--- src/rdz_sqrt_cell.sv ---
// rdz_sqrt_cell: one radicand digit pair of the pipelined square root
// standalone cell; chained by radial_deadzone_scaler
module rdz_sqrt_cell #(
  parameter int K  = 24,
  parameter int PW = 34
) (
  input  logic            clk,
  input  logic            rst,
  input  logic            en,
  input  logic            up_valid,
  input  logic [K:0]      up_rem,
  input  logic [K-1:0]    up_root,
  input  logic [2*K-1:0]  up_rad,
  input  logic [PW-1:0]   up_data,
  output logic            dn_valid,
  output logic [K:0]      dn_rem,
  output logic [K-1:0]    dn_root,
  output logic [2*K-1:0]  dn_rad,
  output logic [PW-1:0]   dn_data
);

  logic [K+2:0] r_sh;
  logic [K+2:0] trial;
  logic [K+2:0] diff;
  logic         ge;

  assign r_sh  = {up_rem, up_rad[2*K-1 -: 2]};
  assign trial = {1'b0, up_root, 2'b01};
  assign ge    = r_sh >= trial;
  assign diff  = r_sh - trial;

  always_ff @(posedge clk) begin
    if (rst) begin
      dn_valid <= 1'b0;
    end else if (en) begin
      dn_valid <= up_valid;
    end
  end

  always_ff @(posedge clk) begin
    if (en) begin
      dn_rem  <= ge ? diff[K:0] : r_sh[K:0];
      dn_root <= {up_root[K-2:0], ge};
      dn_rad  <= {up_rad[2*K-3:0], 2'b00};
      dn_data <= up_data;
    end
  end

endmodule

--- config.mk ---
export PLATFORM = sky130hd
export DESIGN_NAME = rdz_sqrt_cell
export DESIGN_NICKNAME = d
export VERILOG_FILES = /design/src/rdz_sqrt_cell.sv
export SDC_FILE = /design/constraint.sdc
export NUM_CORES = 1
export LEC_CHECK = 0
export ABC_AREA = 1
export BUFFER_PORTS_ARGS = -buffer_cell sky130_fd_sc_hd__buf_2
export CORE_ASPECT_RATIO = 1.2
export CORE_MARGIN = 3
export CORE_UTILIZATION = 48
export DETAILED_ROUTE_END_ITERATION = 10
export GPL_TIMING_DRIVEN = 0
export MAX_ROUTING_LAYER = met4
export PLACE_DENSITY = 0.88
export SYNTH_ARGS = -nofsm -noshare
export SYNTH_HDL_FRONTEND = slang
export SYNTH_SLANG_ARGS = --single-unit
--- constraint.sdc ---
create_clock -name clk -period 2.6 [get_ports clk]
set_clock_uncertainty 0.2 [all_clocks]
set_input_delay 0.52 -clock clk [delete_from_list [all_inputs] [get_ports clk]]
set_output_delay 0.52 -clock clk [all_outputs]
set_load 0.03 [all_outputs]
# [Word level (Yosys, flattened, before mapping)]
# Cells that the tools add are included.
[totals] elab_cells=8 reg_bits=130 in_bits=135 out_inout_bits=132
[op_classes] add_sub_neg=1 n_mux=1 n_lt_le_gt_ge=1
[op_table] cell=">= comparator 27 x 26 -> 1 bit" count=1
[op_table] cell="two-way mux 25 bit" count=1
[op_table] cell="subtractor 25 bit" count=1

# [Longest topological paths before layout]
[depth] ltp_word=2 depth_mapped=15 depth_no_buf=14

# [Least setup slack after synthesis]
# No wires, ideal clock.
[synth_path] path_kind="in2reg" startpoint="in up_root[3]" endpoint="reg dn_rem[20], data pin" setup_ns=0.253 path_slack_ns=0.271 path_buffers=1 required_ns=2.147 cell_stages=13 arrival_ns=1.877 cell_sequence="inv_1 > ha_1 > nand2_1 > inv_1 > a21oi_1 > nand2_2 > nand2_1 > nand2_1 > nand2_4 > nand3_4 > buf_6 > nand2_1 > nand2_1"
[synth_via] elab_chain_len=2 elab_cells_between_ends=3 classes_between="add/sub: 1; order compare: 1; mux: 1"
[synth_rtl] element="from (decl)" line="12" rtl="input logic [K-1:0] up_root,"
[synth_rtl] element="subtractor 25 bit / >= comparator 27 x 26 -> 1 bit (equally long branches)" line="30, 29"
[synth_rtl] element="two-way mux 25 bit *" line="42" rtl="dn_rem <= ge ? diff[K:0] : r_sh[K:0];"
[synth_rtl] element="to (signal assigned)" line="42"
[synth_rtl] element="to (decl)" line="16" rtl="output logic [K:0] dn_rem,"
# Mark *: on every way between the ends. The rest lies on a longest branch, timed or not.
# A chain may end at the register's enable or synchronous reset.

# [Worst setup path after layout]
[layout_path] startpoint="in up_root[3]" endpoint="reg dn_rem[22], data pin"
# Same word-level chain as after synthesis.

==> key figures <==
Yosys
  – Area fraction in and, or, nand and nor cells after synthesis: between 20% and 30%
  – Distinct cells, synth: 33
  – Primary flip-flop cell chosen by synthesis mapping: edfxtp_1
  – Post-Synth XOR/XNOR Area: roughly 1.5%
  – Multiplexer area fraction after synthesis: less than 1%
  – Number of storage elements in the synthesis netlist: 130
  – Portion of the post-synthesis area used by sequential elements: 60.9%
  – Warnings, synthesis: 0
  – Main combinational cell family by area after synthesis: simple AND/OR/NAND/NOR gates
  – Adder-cell share of the synthesized area: slightly above 5%
  – EDFF count, synth: between 100 and 150
  – Post-synthesis instance total: 648
  – Proportion of register bits with asynchronous set or reset after synthesis: 0%
  – Netlist area before placement: between 6000 and 7000 µm²
  – Complex-gate fraction of the synthesized area: 1.11%
  – Post-Synthesis Mean Instance Area: 9.87 µm²

Critical path
  – Cell chain of the critical path: buf_2 > inv_1 > ha_1 > nand2_1 > inv_1 > a21oi_1 > nand2_2 > nand2_1 > nand2_1 > nand2_4 > nand3_4 > buf_6 > nand2_1 > nand2_1
  – Arrival time at the worst endpoint: between 2 and 2.5 ns
  – Largest delay share family, worst path: simple AND/OR/NAND/NOR gates
  – Data required, critical path: about 2.6 ns
  – Launch point of the worst reg-to-reg path: dn_valid
  – Startpoint type of the worst setup path: primary input
  – Most used cell, CP: nand2_1
  – Crit. Startpoint: up_root[3]
  – Critical path fanouts, max: 10
  – Depth of the worst register-to-register path: 2
  – Number of cells on the critical path: 14
  – Number of buffer and inverter stages on the critical path: 4
  – Classification of the worst setup path: primary input to flip-flop
  – Standard cell with the maximum stage delay on the critical path: ha_1
  – Type of element capturing the critical path: flip-flop
  – Largest stage delay on the critical path: 0.34 ns

Clocking
  – CTS H-Tree Depth: 4
  – CTS Hold Bufs: 0
  – Count of cells resized by post-cts repair: 0
  – CTS tree: built
  – Clk slew on worst S/H paths: 0.07 ns
  – TritonCTS Sinks: 130
  – Clock Tree Buf Depth: 2
  – Post-CTS Setup Inserts: 0
  – Later-pin clock latency in the skew report: 0.41 ns
  – TritonCTS buffer count: 17
  – Clock root cell: clkbuf_16

Global routing
  – Number of antenna violations at the first check in global routing: 14
  – Global-route wire length before repair: between 20000 and 30000 µm
  – Largest net degree at the start of global routing: 92
  – Global-route usage over all layers: 27.0%
  – Via count of the first global-routing pass: 5414
  – Total congestion overflow after global routing: 0

Floorplan
  – Die Outline Area: 14800 µm²
  – Floorplan core area: 12800 µm²
  – Count of pins on the block boundary: ~270
  – Die W: 111 µm
  – Site Rows: 45
  – Die height: 132 µm
  – Initial Util: 49.8%

Timing
  – Maximum operating frequency: 414 MHz
  – Max-slew violations: 0
  – Worst hold slack: 0.0581 ns
  – Unrepaired setup endpoints after global routing: no
  – Final worst-path cycle share: 93.0%
  – Setup violation total in the final timing report: 0
  – Final hold viol count: 0
  – Final period demand of the worst path: 2.42 ns

Power
  – Maximum resistive drop on vdd: 0.000539 V
  – Pleak: 4.37 nW
  – Power density over the cells: around 740 nW/µm²

Placed design
  – Area after DPL: between 7000 and 8000 µm²
  – Number of cells in the design after placement: 1078
  – RePlAce Congestion: ~0.93
  – Detail Placement HPWL: 15300 µm
  – Count of input and output buffers: about 260

Drt
  – Total wirelength of the detailed-routed design: 19700 µm
  – Via total after detailed routing: 5517
  – Count of unresolved DRC violations after routing: 0
  – Initial DRC count: 472
  – Via count normalized by instance count: 4.90
  – Detailed-routing iteration count for the pre-antenna-repair pass: 5
  – Final routed wire length divided by cell count: 17.5 µm
  – Post-route ant nets: 0

Layout
  – Most frequent cells in the layout: buf_2, nand2_1, edfxtp_1
  – Summed area of non-filler cells in the final layout: 8600 µm²
  – Layout cells sized above 1: 34.4%
  – NumNets Final: around 1100
  – Area added between synthesis and finish: 34.5%
  – Most common cell after layout, fill and taps aside: buf_2
  – Non-filler cells in the finished layout: between 1000 and 1500

Flow run
  – Number of max-cap violations: 0

Worst hold path
  – Source of the worst hold timing path: rst
  – Class of the most critical hold timing path: primary input to flip-flop
  – Number of instances on the worst hold path: 2

Status
  – Outcome: finished, final reports clean
[path summary, 6_finish.rpt]
kind	endpoint	slack [ns]
min	dn_valid	0.06
min reg2reg	dn_valid	0.37
max reg2reg	dn_valid	1.74
max	dn_rem[22]	0.18
[routing by layer]
layer  vias up  GRT usage, %  routed length [µm]
li1       2701             -                   -
met1      2533          30.0                7180
met2       266          46.3               10400
met3        17          9.24                1870
met4         0          7.51                 272
met5         -             -                   0
[synth_stat cells (3+ instances only)]
| cell type | instances | area [µm²] |
|---|---|---|
| nand2_2 | 3 | 18.8 |
| a21oi_1 | 10 | 50.1 |
| nand4_1 | 33 | 206 |
| nand3b_1 | 3 | 22.5 |
| nor2_1 | 29 | 109 |
| nand2_1 | 228 | 856 |
| inv_1 | 117 | 439 |
| nand3_1 | 23 | 115 |
| edfxtp_1 | 129 | 3870 |
| nor2_2 | 4 | 25.0 |
| ha_1 | 26 | 325 |
| xor2_1 | 10 | 87.6 |
| buf_2 | 6 | 30.0 |
[per-stage QoR]
stage / power (mW) / worst slack (ns) / util, % / TNS, ns
after detailed placement: 3.92 / -0.237 / 62.0 / -4.82
after CTS: 6.38 / 0.186 / 66.7 / 0
after global placement: 3.89 / -0.632 / 61.8 / -78.91
final: 6.37 / 0.183 / 67.0 / 0
after floorplan: 3.46 / 0.271 / - / 0
after global routing: 6.62 / 0.0292 / 67.0 / 0
[worst register-to-register path, stage by stage (launching register included)]
cell,delay [ns]
dfxtp_1,0.32
mux2i_1,0.17
nor2_1,0.06
[power by group]
part	internal (mW)	switching [mW]	total [mW]
sequential	2.54	0.0538	2.59
clock	1.52	0.951	2.47
combinational	0.391	0.913	1.30
[kinds of logic (layout without fill, tap and decap cells)]
logic type      count (synthesis)  count (layout)
simple gates                  337             337
flops                         130             130
buf+inv                       130             427
fa+ha+maj                      26              26
compound gates                 12              12
xor+xnor                       11              11
other cells                     1              17
mux                             1               1
[registers in the layout (all words and copies together), names as in the netlist]
name / cells
dn_rad: 46
dn_data: 34
dn_rem: 25
dn_root: 24
dn_valid: 1
[layout make-up]
class                   count  area, µm²
fillers                  1027       4230
flip-flops and latches    130       3890
multi-input cells         389       1990
repair buffers            265       1360
inverters                 119        447
clock buffers              18        429
well taps                 164        205
clock inverters            14        176
plain buffers              11       72.6
diodes                     15       37.5
(Power assumes the default switching activity.)
