==> src/rdz_div_cell.sv <==
// rdz_div_cell: one quotient bit of the pipelined restoring divider
// standalone cell; chained by radial_deadzone_scaler
module rdz_div_cell #(
  parameter int W  = 48,
  parameter int QW = 15,
  parameter int PW = 3
) (
  input  logic          clk,
  input  logic          rst,
  input  logic          en,
  input  logic          up_valid,
  input  logic [W-1:0]  up_rem,
  input  logic [W-1:0]  up_den,
  input  logic [QW-1:0] up_quo,
  input  logic [PW-1:0] up_data,
  output logic          dn_valid,
  output logic [W-1:0]  dn_rem,
  output logic [W-1:0]  dn_den,
  output logic [QW-1:0] dn_quo,
  output logic [PW-1:0] dn_data
);

  logic [W:0] r2;
  logic [W:0] diff;
  logic       ge;

  assign r2   = {up_rem, 1'b0};
  assign ge   = r2 >= {1'b0, up_den};
  assign diff = r2 - {1'b0, up_den};

  always_ff @(posedge clk) begin
    if (rst) begin
      dn_valid <= 1'b0;
    end else if (en) begin
      dn_valid <= up_valid;
    end
  end

  always_ff @(posedge clk) begin
    if (en) begin
      dn_rem  <= ge ? diff[W-1:0] : r2[W-1:0];
      dn_den  <= up_den;
      dn_quo  <= {up_quo[QW-2:0], ge};
      dn_data <= up_data;
    end
  end

endmodule

==> config.mk <==
export PLATFORM = sky130hd
export DESIGN_NAME = rdz_div_cell
export DESIGN_NICKNAME = d
export VERILOG_FILES = /design/src/rdz_div_cell.sv
export SDC_FILE = /design/constraint.sdc
export NUM_CORES = 1
export LEC_CHECK = 0
export ABC_AREA = 0
export ABC_CLOCK_PERIOD_IN_PS = 4200
export BUFFER_PORTS_ARGS = -buffer_cell sky130_fd_sc_hd__buf_2
export CAP_MARGIN = 20
export CORE_MARGIN = 2
export CORE_UTILIZATION = 52
export CTS_CLUSTER_DIAMETER = 120
export CTS_CLUSTER_SIZE = 20
export DETAILED_ROUTE_END_ITERATION = 7
export GPL_TIMING_DRIVEN = 0
export PLACE_DENSITY = 0.82
export SYNTH_ARGS = -nofsm -noshare
export SYNTH_HDL_FRONTEND = slang
export SYNTH_SLANG_ARGS = --single-unit
==> constraint.sdc <==
create_clock -name clk -period 4.2 [get_ports clk]
set_input_delay 0.84 -clock clk [delete_from_list [all_inputs] [get_ports clk]]
set_output_delay 0.84 -clock clk [all_outputs]
set_load 0.02 [all_outputs]
Yosys cells after proc, flatten, opt, wreduce, memory -nomap -nowiden

Index checks and enable logic that the tools add are counted.
Widths: inputs -> output; s select.

Add/subtract/negate cells: 1
Order comparisons: 1
Multiplexer cells: 1

Operator list:

| cell           | count |
|---|---|
| $ge 49x48->1   | 1 |
| $mux 48        | 1 |
| $sub 48x48->48 | 1 |

Register bits: 115
Input port bits: 118
Output and inout bits: 115

Logic depth before layout (Yosys ltp)

Gate-level depths: netlist (run 1).

Depth in word-level cells: 2
Depth in mapped cells: 14

Worst setup path after synthesis (run 1)

No wires, ideal clock.

Path type: input to register
From: input up_den[42]
To: register dn_rem[14], data pin
Data arrival time: 3,169 ps
Required time: 3,938 ps
Path slack: 769 ps
Stages: 12
Buffers on the path: 2
Path through: inv_1 -> ha_1 -> a21o_1 -> a21o_1 -> a21o_1 -> a21o_1 -> a21o_1 -> a2111oi_0 -> a21boi_1 -> buf_4 -> buf_6 -> mux2_1

Longest elaborated chain between the ends: 2

Ends and longest elaborated chain:

| element              | line | RTL |
|---|---|---|
| from (decl)          | 13   | `input logic [W-1:0] up_den,` |
| $ge 49x48->1         | 28   | `assign ge = r2 >= {1'b0, up_den};` |
| $mux 48              | 41   | `dn_rem <= ge ? diff[W-1:0] : r2[W-1:0];` |
| to (signal assigned) | 41   |  |
| to (decl)            | 17   | `output logic [W-1:0] dn_rem,` |

Every way passes these cells.
A chain may end at the register's enable or synchronous reset.

Final worst setup path (run 1)

From: input up_den[4]
To: register dn_rem[44], data pin

Longest elaborated chain between the ends: 2
Elaborated cells between the ends (all ways): 3
Classes of those cells: add/sub (1); order compare (1); mux (1)

Ends and longest elaborated chain:

| element                                        | line |
|---|---|
| $sub 48x48->48 or $ge 49x48->1 (tied branches) | 29, 28 |
| $mux 48 *                                      | 41 |

Mark *: on every way between the ends. The rest lies on a longest branch, timed or not.

==> results of run 1 <==
## path summary, 6_finish.rpt
kind                                start    endpoint  slack [ns]  cells after the start
worst max-delay path            up_den[4]  dn_rem[44]        0.55                     12
worst min register to register   dn_valid    dn_valid        0.50                      2
worst min-delay path             dn_valid    dn_valid        0.50                      2
worst max register to register   dn_valid    dn_valid        3.61                      2
## per-stage QoR
step | cells | power, mW | cell area (µm²) | utilization [%]
3_5_place_dp | 1101 | 2.44 | 8440 | 63.7
4_1_cts | 1133 | 3.95 | 9060 | 68.4
2_1_floorplan | 693 | 2.10 | 7040 | -
6_report | 1133 | 3.93 | 9060 | 68.4
3_3_place_gp | 1100 | 2.41 | 8410 | 63.5
5_1_grt | 1133 | 4.11 | 9060 | 68.4
## logic make-up (layout without fill, tap and decap cells)
group                    count (synthesis)  count (layout)  share of synthesized area, %
AO/OA/AOI/OAI                          201             201                          18.1
AND/OR/NAND/NOR                        192             192                          12.7
flip-flops                             115             115                          48.9
buffers and inverters                   88             352                          5.21
adder cells (fa/ha/maj)                 49              49                          8.82
XOR/XNOR                                40              40                          4.98
multiplexers                             8               8                          1.28
## final cells by class
cell class	count	share of cell area, %
flip-flops and latches	115	38.0
multi-input cells	490	35.6
repair buffers	232	13.1
clock buffers	18	4.74
well taps	176	2.43
inverters	57	2.36
clock inverters	14	2.06
plain buffers	31	1.69
## power groups by stage
stage / logic, mW / clock network, mW / registers, mW
after floorplan: 0.452 / 0 / 1.65
after global placement: 0.937 / 0 / 1.47
after detailed placement: 0.958 / 0 / 1.48
after global routing: 1.07 / 1.58 / 1.46
final: 0.977 / 1.50 / 1.45
after CTS: 0.971 / 1.52 / 1.46
## tightest hold or removal path, delay by kind of cell (launching register included)
kind,cells,cell delay [ns]
simple gates,1,0.07
mux,1,0.07
flops,1,0.32
## routing by layer
layer / track usage (%) / wire, µm / up-vias
met1: 33.3 / 7790 / 2907
met4: 10.8 / 478 / 0
li1: - / - / 3038
met5: 0 / 0 / -
met2: 44.8 / 9170 / 344
met3: 6.18 / 1800 / 42
## layout by cell type, fill, tap and decap left out, drive strengths merged, types with 3 or more instances in the layout
master    Yosys  layout
buf           9     241
edfxtp      114     114
nand2        95      95
o21ai        65      65
inv          57      58
a21oi        57      57
ha           48      48
clkbuf       22      40
nor2         34      34
a21o         28      28
xor2         22      22
xnor2        18      18
nand4        14      14
nand2b        8       8
nand3         7       7
o21bai        6       6
and4          5       5
o31ai         5       5
mux2          5       5
clkinv        0       5
or3           4       4
a31oi         4       4
nor3          4       4
nor2b         4       4
bufinv        0       4
clkinvlp      0       4
a21boi        4       4
o41ai         4       4
o211ai        3       3
nor4          3       3
nand3b        3       3
and2          3       3
mux2i         3       3
a311oi        3       3
## state kept, by name, summed over array words and instances, names as in the netlist
signal and cells:
dn_rem 48, dn_data 3, dn_den 48, dn_quo 15, dn_valid 1
==> flow_summary.yaml, run 1 <==
grt:
  antenna_found_initial: 0
  track_usage_pct: 26.7
  first_global_vias: 6004
  grt_max_degree: 69
  overflow: 0
  grt_pass1_wl_um: 30000
layout:
  regArea_um2: 3440
  multiInputGateArea_um2: 3230
  antenna_cells: 0
  area_growth_pct: 28.7
  drive_gt1_share_pct: 30.0
  fill_cells: 1041
  fin_nets: 1111
clocking:
  cts_setup_buffers: 0
  cts_resized: 0
  clk_path_buf_depth: 2
  worstSkewPairLatency_ns: 0.41
  hold_buffers: 0
  cts.sinks: 115
  tritoncts: "done"
  path_clk_slew_ns: 0.05
  cts_buffers: 17
  cts_root_buf: "clkbuf_16"
  htreeDepth: 4
detailed_routing:
  first_pass_iters: 6
  drc_errors: 0
  antenna_left: 0
  routed_wl_um: 19200
  wl_per_cell_um: 17.0
  drtIter0Drc: 568
  vias: 6331
  vias_per_cell: 5.59
logic_synthesis:
  syn_area_um2: 7040
  syn-num-nets: 860
  ys_seq_area_share_pct: 48.9
  synth_common_cells: "114 x edfxtp_1, 95 x nand2_1, 58 x o21ai_0, 56 x a21oi_1, 56 x inv_1"
  synth_cell_types: 69
  synthDominantCellAreaShare_pct: 48.7
  ys_async_sr_fraction_pct: 0
  synth_most_common_cell: "edfxtp_1"
  ys_ff_latch: 115
  synth-edff-count: 114
  synthFlopType: "edfxtp_1"
  syn_area_per_cell_um2: 10.2
  synth.area.top_cells: "edfxtp_1 49%, ha_1 8.5%, nand2_1 5.1%"
  synth_warnings: 0
  yosysTopAreaCell: "edfxtp_1"
  syn_inst: 693
power:
  seq_power_share_pct: 37.0
  power.share.switching_pct: 29.8
  pwr-share-clk_pct: 38.2
  p_per_area_nw_per_um2: 434
  p_leak_nw: 4.11
  power_frac_comb_pct: 24.8
  p_sw_mw: 1.17
  ir_worst_vdd_mv: 0.266
  p_int_mw: 2.76
outcome:
  status: "finished clean"
sta:
  relSlewSlack_pct: 54.1
  fin_setup_tns_ns: 0
  finalHoldViolCount: 0
  finalCritPeriodShare_pct: 86.9
  layout_setup_ws_ns: 0.549
  tightest_slew_ns: 0.681
  hold_ws_ns: 0.497
  setup_viol: 0
  rsz0062_at_grt: "false"
  fin_skew_ns: 0
  slew_violations: 0
  max_clock_freq_mhz: 274
  fin_crit_ns: 3.65
floorplan:
  coreArea_um2: 13200
  fp.dieH_um: 120
  die-area_um2: 14500
  chipWidth_um: 120
  row_count: 42
  start_util_pct: 53.1
  pin_count: 233
place:
  gp_congestion: 0.966
  hpwl_um: 14600
  dp_slack_ns: 0.276
  place.port_buffers: 231
setup_path:
  critPathTopFamily: "compound AO/OA/AOI/OAI gates"
  crit_path_top_delay_cell: "a211oi_1"
  arrival_ns: 3.81
  endpoint_kind: "flip-flop"
  start_kind: "input port"
  max_stage_delay_ns: 0.58
  critPathRequiredTime_ns: 4.36
  path_cells: "buf_2 > inv_1 > ha_1 > a21o_1 > a21oi_1 > nand2_1 > a211oi_1 > o311a_1 > nor2_1 > a221oi_1 > xor2_1 > o21ai_0"
  crit_fanout: 6
  cp.buffers_inverters: 2
  path_class: "in -> reg"
hold_path:
  hold_path.class: "reg -> reg"
job:
  maxCapViolCount: 0
Note: power is estimated with default switching activity, not from simulation.
==> run 2: changes to the inputs <==
--- a/config.mk
+++ b/config.mk
@@ -14,7 +14,7 @@
 export CTS_CLUSTER_DIAMETER = 120
 export CTS_CLUSTER_SIZE = 20
 export DETAILED_ROUTE_END_ITERATION = 7
-export GPL_TIMING_DRIVEN = 0
+export GPL_TIMING_DRIVEN = 1
 export PLACE_DENSITY = 0.82
 export SYNTH_ARGS = -nofsm -noshare
 export SYNTH_HDL_FRONTEND = slang
==> flow_summary.yaml, run 2 (synthesis results as in run 1) <==
clocking:
  hold_buffers: 0
  tritoncts: "done"
  path_clk_slew_ns: 0.05
  cts_buffers: 17
  cts_root_buf: "clkbuf_16"
  clk_path_buf_depth: 2
  htreeDepth: 4
  worstSkewPairLatency_ns: 0.41
  cts_setup_buffers: 0
  cts_resized: 0
  cts.sinks: 115
layout:
  area_growth_pct: 27.9
  fin_nets: 1089
  final_core_util_pct: 68.0
  final_cells: 1112
  drive_gt1_share_pct: 30.1
  layout_commonest_cell: "buf_2"
  layout_common_cells: "230 x buf_2, 114 x edfxtp_1, 95 x nand2_1"
  reg_top3: "dn_den x48, dn_rem x48, dn_quo x15"
detailed_routing:
  antenna_left: 0
  wl_per_cell_um: 16.8
  vias: 6251
  vias_per_cell: 5.62
  drtIter0Drc: 535
  first_pass_iters: 6
  drc_errors: 0
  routed_wl_um: 18600
sta:
  fin_crit_ns: 3.59
  rsz0062_at_grt: "false"
  fin_skew_ns: 0
  hold_ws_ns: 0.497
  tightest_slew_ns: 0.749
  max_clock_freq_mhz: 279
  fin_setup_tns_ns: 0
  relSlewSlack_pct: 50.1
  finalHoldViolCount: 0
  slew_violations: 0
  setup_viol: 0
  finalCritPeriodShare_pct: 85.4
place:
  gp_congestion: 0.965
  place.port_buffers: 231
  placed_cells: 1079
  hpwl_um: 14100
grt:
  track_usage_pct: 25.6
  grt_max_degree: 65
  antenna_found_initial: 1
  grt_pass1_wl_um: 28900
  first_global_vias: 5870
  overflow: 0
floorplan:
  start_util_pct: 53.1
  pin_count: 233
  fp.dieH_um: 120
  coreArea_um2: 13200
  chipWidth_um: 120
  row_count: 42
  die-area_um2: 14500
hold_path:
  hp-start: "dn_valid"
  min_to: "dn_valid"
  hold_path.class: "reg -> reg"
  min_delay_path_depth: 2
power:
  pwr-share-clk_pct: 38.7
  seq_power_share_pct: 36.8
  p_per_area_nw_per_um2: 440
  ir_worst_vdd_mv: 0.208
  p_sw_mw: 1.13
  p_int_mw: 2.82
  power_frac_comb_pct: 24.5
  p_leak_nw: 4.09
  total_power_mw: 3.96
  power.share.switching_pct: 28.7
setup_path:
  crit_fanout: 4
  path_class: "in -> reg"
  start_kind: "input port"
  r2r_start: "dn_valid"
  endpoint_kind: "flip-flop"
  arrival_ns: 3.74
  critPathRequiredTime_ns: 4.35
  r2r_cells: 2
  rrSetupSlack_ns: 3.63
  r2r_end: "dn_valid"
job:
  maxCapViolCount: 0
outcome:
  status: "finished clean"
[run 2: cell types whose count changed in the layout (fill, tap and decap cells not counted), sizes merged]
cell	change
bufinv	+1
clkbuf	-21
clkinv	+1
clkinvlp	-3
diode	+2
inv	-1
[run 2: per-stage QoR]
| step | cell area [µm²] | setup WS [ns] |
|---|---|---|
| after global placement | 8370 | 0.400 |
| after floorplan | 7040 | 0.769 |
| after detailed placement | 8370 | 0.335 |
| after global routing | 9000 | 0.483 |
| after CTS | 8990 | 0.703 |
| final | 9000 | 0.615 |
[run 2: worst max path at each step]
stage	from	endpoint	slack, ns	cells after the start
after floorplan	up_den[42]	dn_rem[14]	0.77	12
after global placement	up_rem[0]	dn_rem[46]	0.40	12
after detailed placement	up_rem[0]	dn_rem[46]	0.34	12
after CTS	up_rem[0]	dn_rem[46]	0.70	12
after global routing	up_rem[0]	dn_rem[42]	0.48	12
final	up_rem[0]	dn_rem[46]	0.61	12
[run 2: metal layers]
layer / GRT usage, % / up-vias / wire length [µm]
met4: 8.36 / 0 / 376
met2: 43.7 / 317 / 8990
met3: 6.04 / 34 / 1680
met5: 0 / - / 0
met1: 32.2 / 2913 / 7600
li1: - / 2987 / -
[run 2: final cells by class]
| class | count | area, µm² |
|---|---|---|
| clock inverters | 12 | 188 |
| diodes | 2 | 5.00 |
| fillers | 1051 | 4240 |
| repair buffers | 241 | 1260 |
| clock buffers | 19 | 433 |
| multi-input cells | 490 | 3240 |
| inverters | 57 | 214 |
| flip-flops and latches | 115 | 3440 |
| well taps | 176 | 220 |
[run 2: worst max-delay path: stages]
cell and delay, ns:
buf_2 0.11, inv_1 0.06, fa_1 0.45, nor2b_1 0.20, o2111ai_1 0.21, a211o_1 0.39, a311oi_2 0.37, o31ai_2 0.19
o311ai_2 0.53, o2bb2ai_1 0.16, xor2_1 0.15, o21ai_1 0.07
[run 2: power by group through the flow]
stage / combinational, mW / sequential, mW / clock (mW)
global route: 1.06 / 1.47 / 1.60
global placement: 0.935 / 1.47 / 0
CTS: 0.964 / 1.46 / 1.55
floorplan: 0.452 / 1.65 / 0
finish: 0.971 / 1.46 / 1.53
detailed placement: 0.954 / 1.48 / 0
==> run 3: changes to the inputs <==
--- a/config.mk
+++ b/config.mk
@@ -5,12 +5,12 @@
 export SDC_FILE = /design/constraint.sdc
 export NUM_CORES = 1
 export LEC_CHECK = 0
-export ABC_AREA = 0
+export ABC_AREA = 1
 export ABC_CLOCK_PERIOD_IN_PS = 4200
 export BUFFER_PORTS_ARGS = -buffer_cell sky130_fd_sc_hd__buf_2
 export CAP_MARGIN = 20
 export CORE_MARGIN = 2
-export CORE_UTILIZATION = 52
+export CORE_UTILIZATION = 54
 export CTS_CLUSTER_DIAMETER = 120
 export CTS_CLUSTER_SIZE = 20
 export DETAILED_ROUTE_END_ITERATION = 7
==> flow_summary.yaml, run 3 <==
sta:
  fin_skew_ns: 0
  slew_violations: 0
  finalCritPeriodShare_pct: 68.4
  setup_viol: 0
  max_clock_freq_mhz: 348
  tightest_slew_ns: 0.673
  fin_crit_ns: 2.87
  fin_setup_tns_ns: 0
  rsz0062_at_grt: "false"
  relSlewSlack_pct: 55.1
  finalHoldViolCount: 0
logic_synthesis:
  syn_area_per_cell_um2: 6.91
  synth_most_common_cell: "nand2_1"
  synth.area.top_cells: "edfxtp_1 39%, nand2_1 22%, inv_1 12%"
  syn_area_um2: 8670
  ys_ff_latch: 115
  syn_inst: 1255
  synth_cell_types: 31
  syn-num-nets: 1422
  synth_warnings: 0
  synthFlopType: "edfxtp_1"
  synth-edff-count: 114
  yosysTopAreaCell: "edfxtp_1"
  ys_seq_area_share_pct: 39.7
  synthDominantCellAreaShare_pct: 39.5
  synth_common_cells: "511 x nand2_1, 274 x inv_1, 114 x edfxtp_1, 95 x nor2_1, 58 x nand4_1"
  ys_async_sr_fraction_pct: 0
floorplan:
  coreArea_um2: 15800
  start_util_pct: 55.0
  row_count: 46
  pin_count: 233
  chipWidth_um: 131
  die-area_um2: 17100
  fp.dieH_um: 131
clocking:
  tritoncts: "done"
  cts_root_buf: "clkbuf_16"
  cts_buffers: 17
  hold_buffers: 0
  clk_path_buf_depth: 2
  cts_setup_buffers: 0
  htreeDepth: 4
  cts_resized: 0
  path_clk_slew_ns: 0.06
  worstSkewPairLatency_ns: 0.42
  cts.sinks: 115
detailed_routing:
  vias: 8525
  routed_wl_um: 26000
  wl_per_cell_um: 15.1
  drtIter0Drc: 567
  antenna_left: 0
  first_pass_iters: 5
  drc_errors: 0
  vias_per_cell: 4.95
place:
  gp_congestion: 0.973
  place.port_buffers: 231
  hpwl_um: 20700
  dpl_cell_area_um2: 10100
grt:
  first_global_vias: 7686
  track_usage_pct: 30.5
  antenna_found_initial: 0
  grt_max_degree: 66
  grt_pass1_wl_um: 39100
  overflow: 0
layout:
  reg_top3: "dn_den x48, dn_rem x48, dn_quo x15"
  area_growth_pct: 22.9
  layout_commonest_cell: "nand2_1"
  drive_gt1_share_pct: 19.5
  stdcell_area_um2: 10700
  layout_common_cells: "511 x nand2_1, 274 x inv_1, 230 x buf_2"
  fin_nets: 1659
  antenna_cells: 0
setup_path:
  endpoint_kind: "flip-flop"
  critPathRequiredTime_ns: 4.49
  arrival_ns: 3.16
  path_class: "in -> reg"
  crit_fanout: 49
  start_kind: "input port"
power:
  power_frac_comb_pct: 27.6
  seq_power_share_pct: 36.2
  p_sw_mw: 1.35
  p_per_area_nw_per_um2: 375
  ir_worst_vdd_mv: 0.251
  p_int_mw: 2.65
  p_leak_nw: 6.01
  power.share.switching_pct: 33.7
  pwr-share-clk_pct: 36.3
outcome:
  status: "finished clean"
hold_path:
  hold_path.class: "reg -> reg"
job:
  maxCapViolCount: 0
-- run 3: worst paths after layout --
kind              slack (ns)  startpoint  cells past startpoint         end
hold / removal          0.51    dn_valid                      2    dn_valid
setup / recovery        1.33  up_den[42]                     13  dn_rem[29]
hold reg to reg         0.51    dn_valid                      2    dn_valid
setup reg to reg        3.60    dn_valid                      2    dn_valid
-- run 3: critical path: stages --
cell and delay, ns:
buf_2 0.08, inv_1 0.03, ha_1 0.38, nand2_1 0.14
nor2_1 0.26, nand4_1 0.17, nor3_1 0.31, nand4_1 0.18
buf_4 0.22, nand3_2 0.10, buf_12 0.24, nand2_1 0.10
nand2_1 0.06
-- run 3: cells by family (layout without fill, tap and decap cells) --
group	after synthesis	count (layout)	share of synthesized area, %
simple gates	735	735	35.1
fa+ha+maj	49	49	7.16
buf+inv	298	548	13.3
xor+xnor	25	25	2.53
mux	1	1	0.115
flops	115	115	39.7
compound gates	32	32	2.04
-- run 3: cell type report --
type / count / area, µm²
clock buffers: 17 / 425
clock inverters: 15 / 155
fillers: 1424 / 5120
inverters: 278 / 1040
multi-input cells: 842 / 4080
flip-flops and latches: 115 / 3440
well taps: 216 / 270
repair buffers: 238 / 1240
-- run 3: layer usage --
layer | share of wire (%) | up-vias | routed length (µm) | track usage, %
met5 | 0 | - | 0 | 0
met4 | 1.5 | 0 | 384 | 7.95
met3 | 7.0 | 31 | 1810 | 5.05
met2 | 45 | 314 | 11600 | 47.8
met1 | 47 | 3838 | 12200 | 44.1
li1 | - | 4342 | - | -
-- run 3: metrics by stage --
step	utilization [%]	std cells	setup slack (ns)	power [mW]	hold slack, ns
after floorplan	-	1255	1.65	2.18	0.579
after global placement	63.9	1689	0.937	2.54	0.472
after detailed placement	63.9	1689	0.927	2.56	0.499
after CTS	67.6	1721	1.36	4.00	0.513
after global routing	67.6	1721	1.17	4.18	0.527
final	67.6	1721	1.33	4.00	0.506
-- run 3: power groups by stage --
stage | logic, mW | clock network, mW | registers (mW)
3_5_place_dp | 1.09 | 0 | 1.47
4_1_cts | 1.10 | 1.46 | 1.45
3_3_place_gp | 1.08 | 0 | 1.47
6_report | 1.10 | 1.45 | 1.45
5_1_grt | 1.22 | 1.50 | 1.46
2_1_floorplan | 0.545 | 0 | 1.64
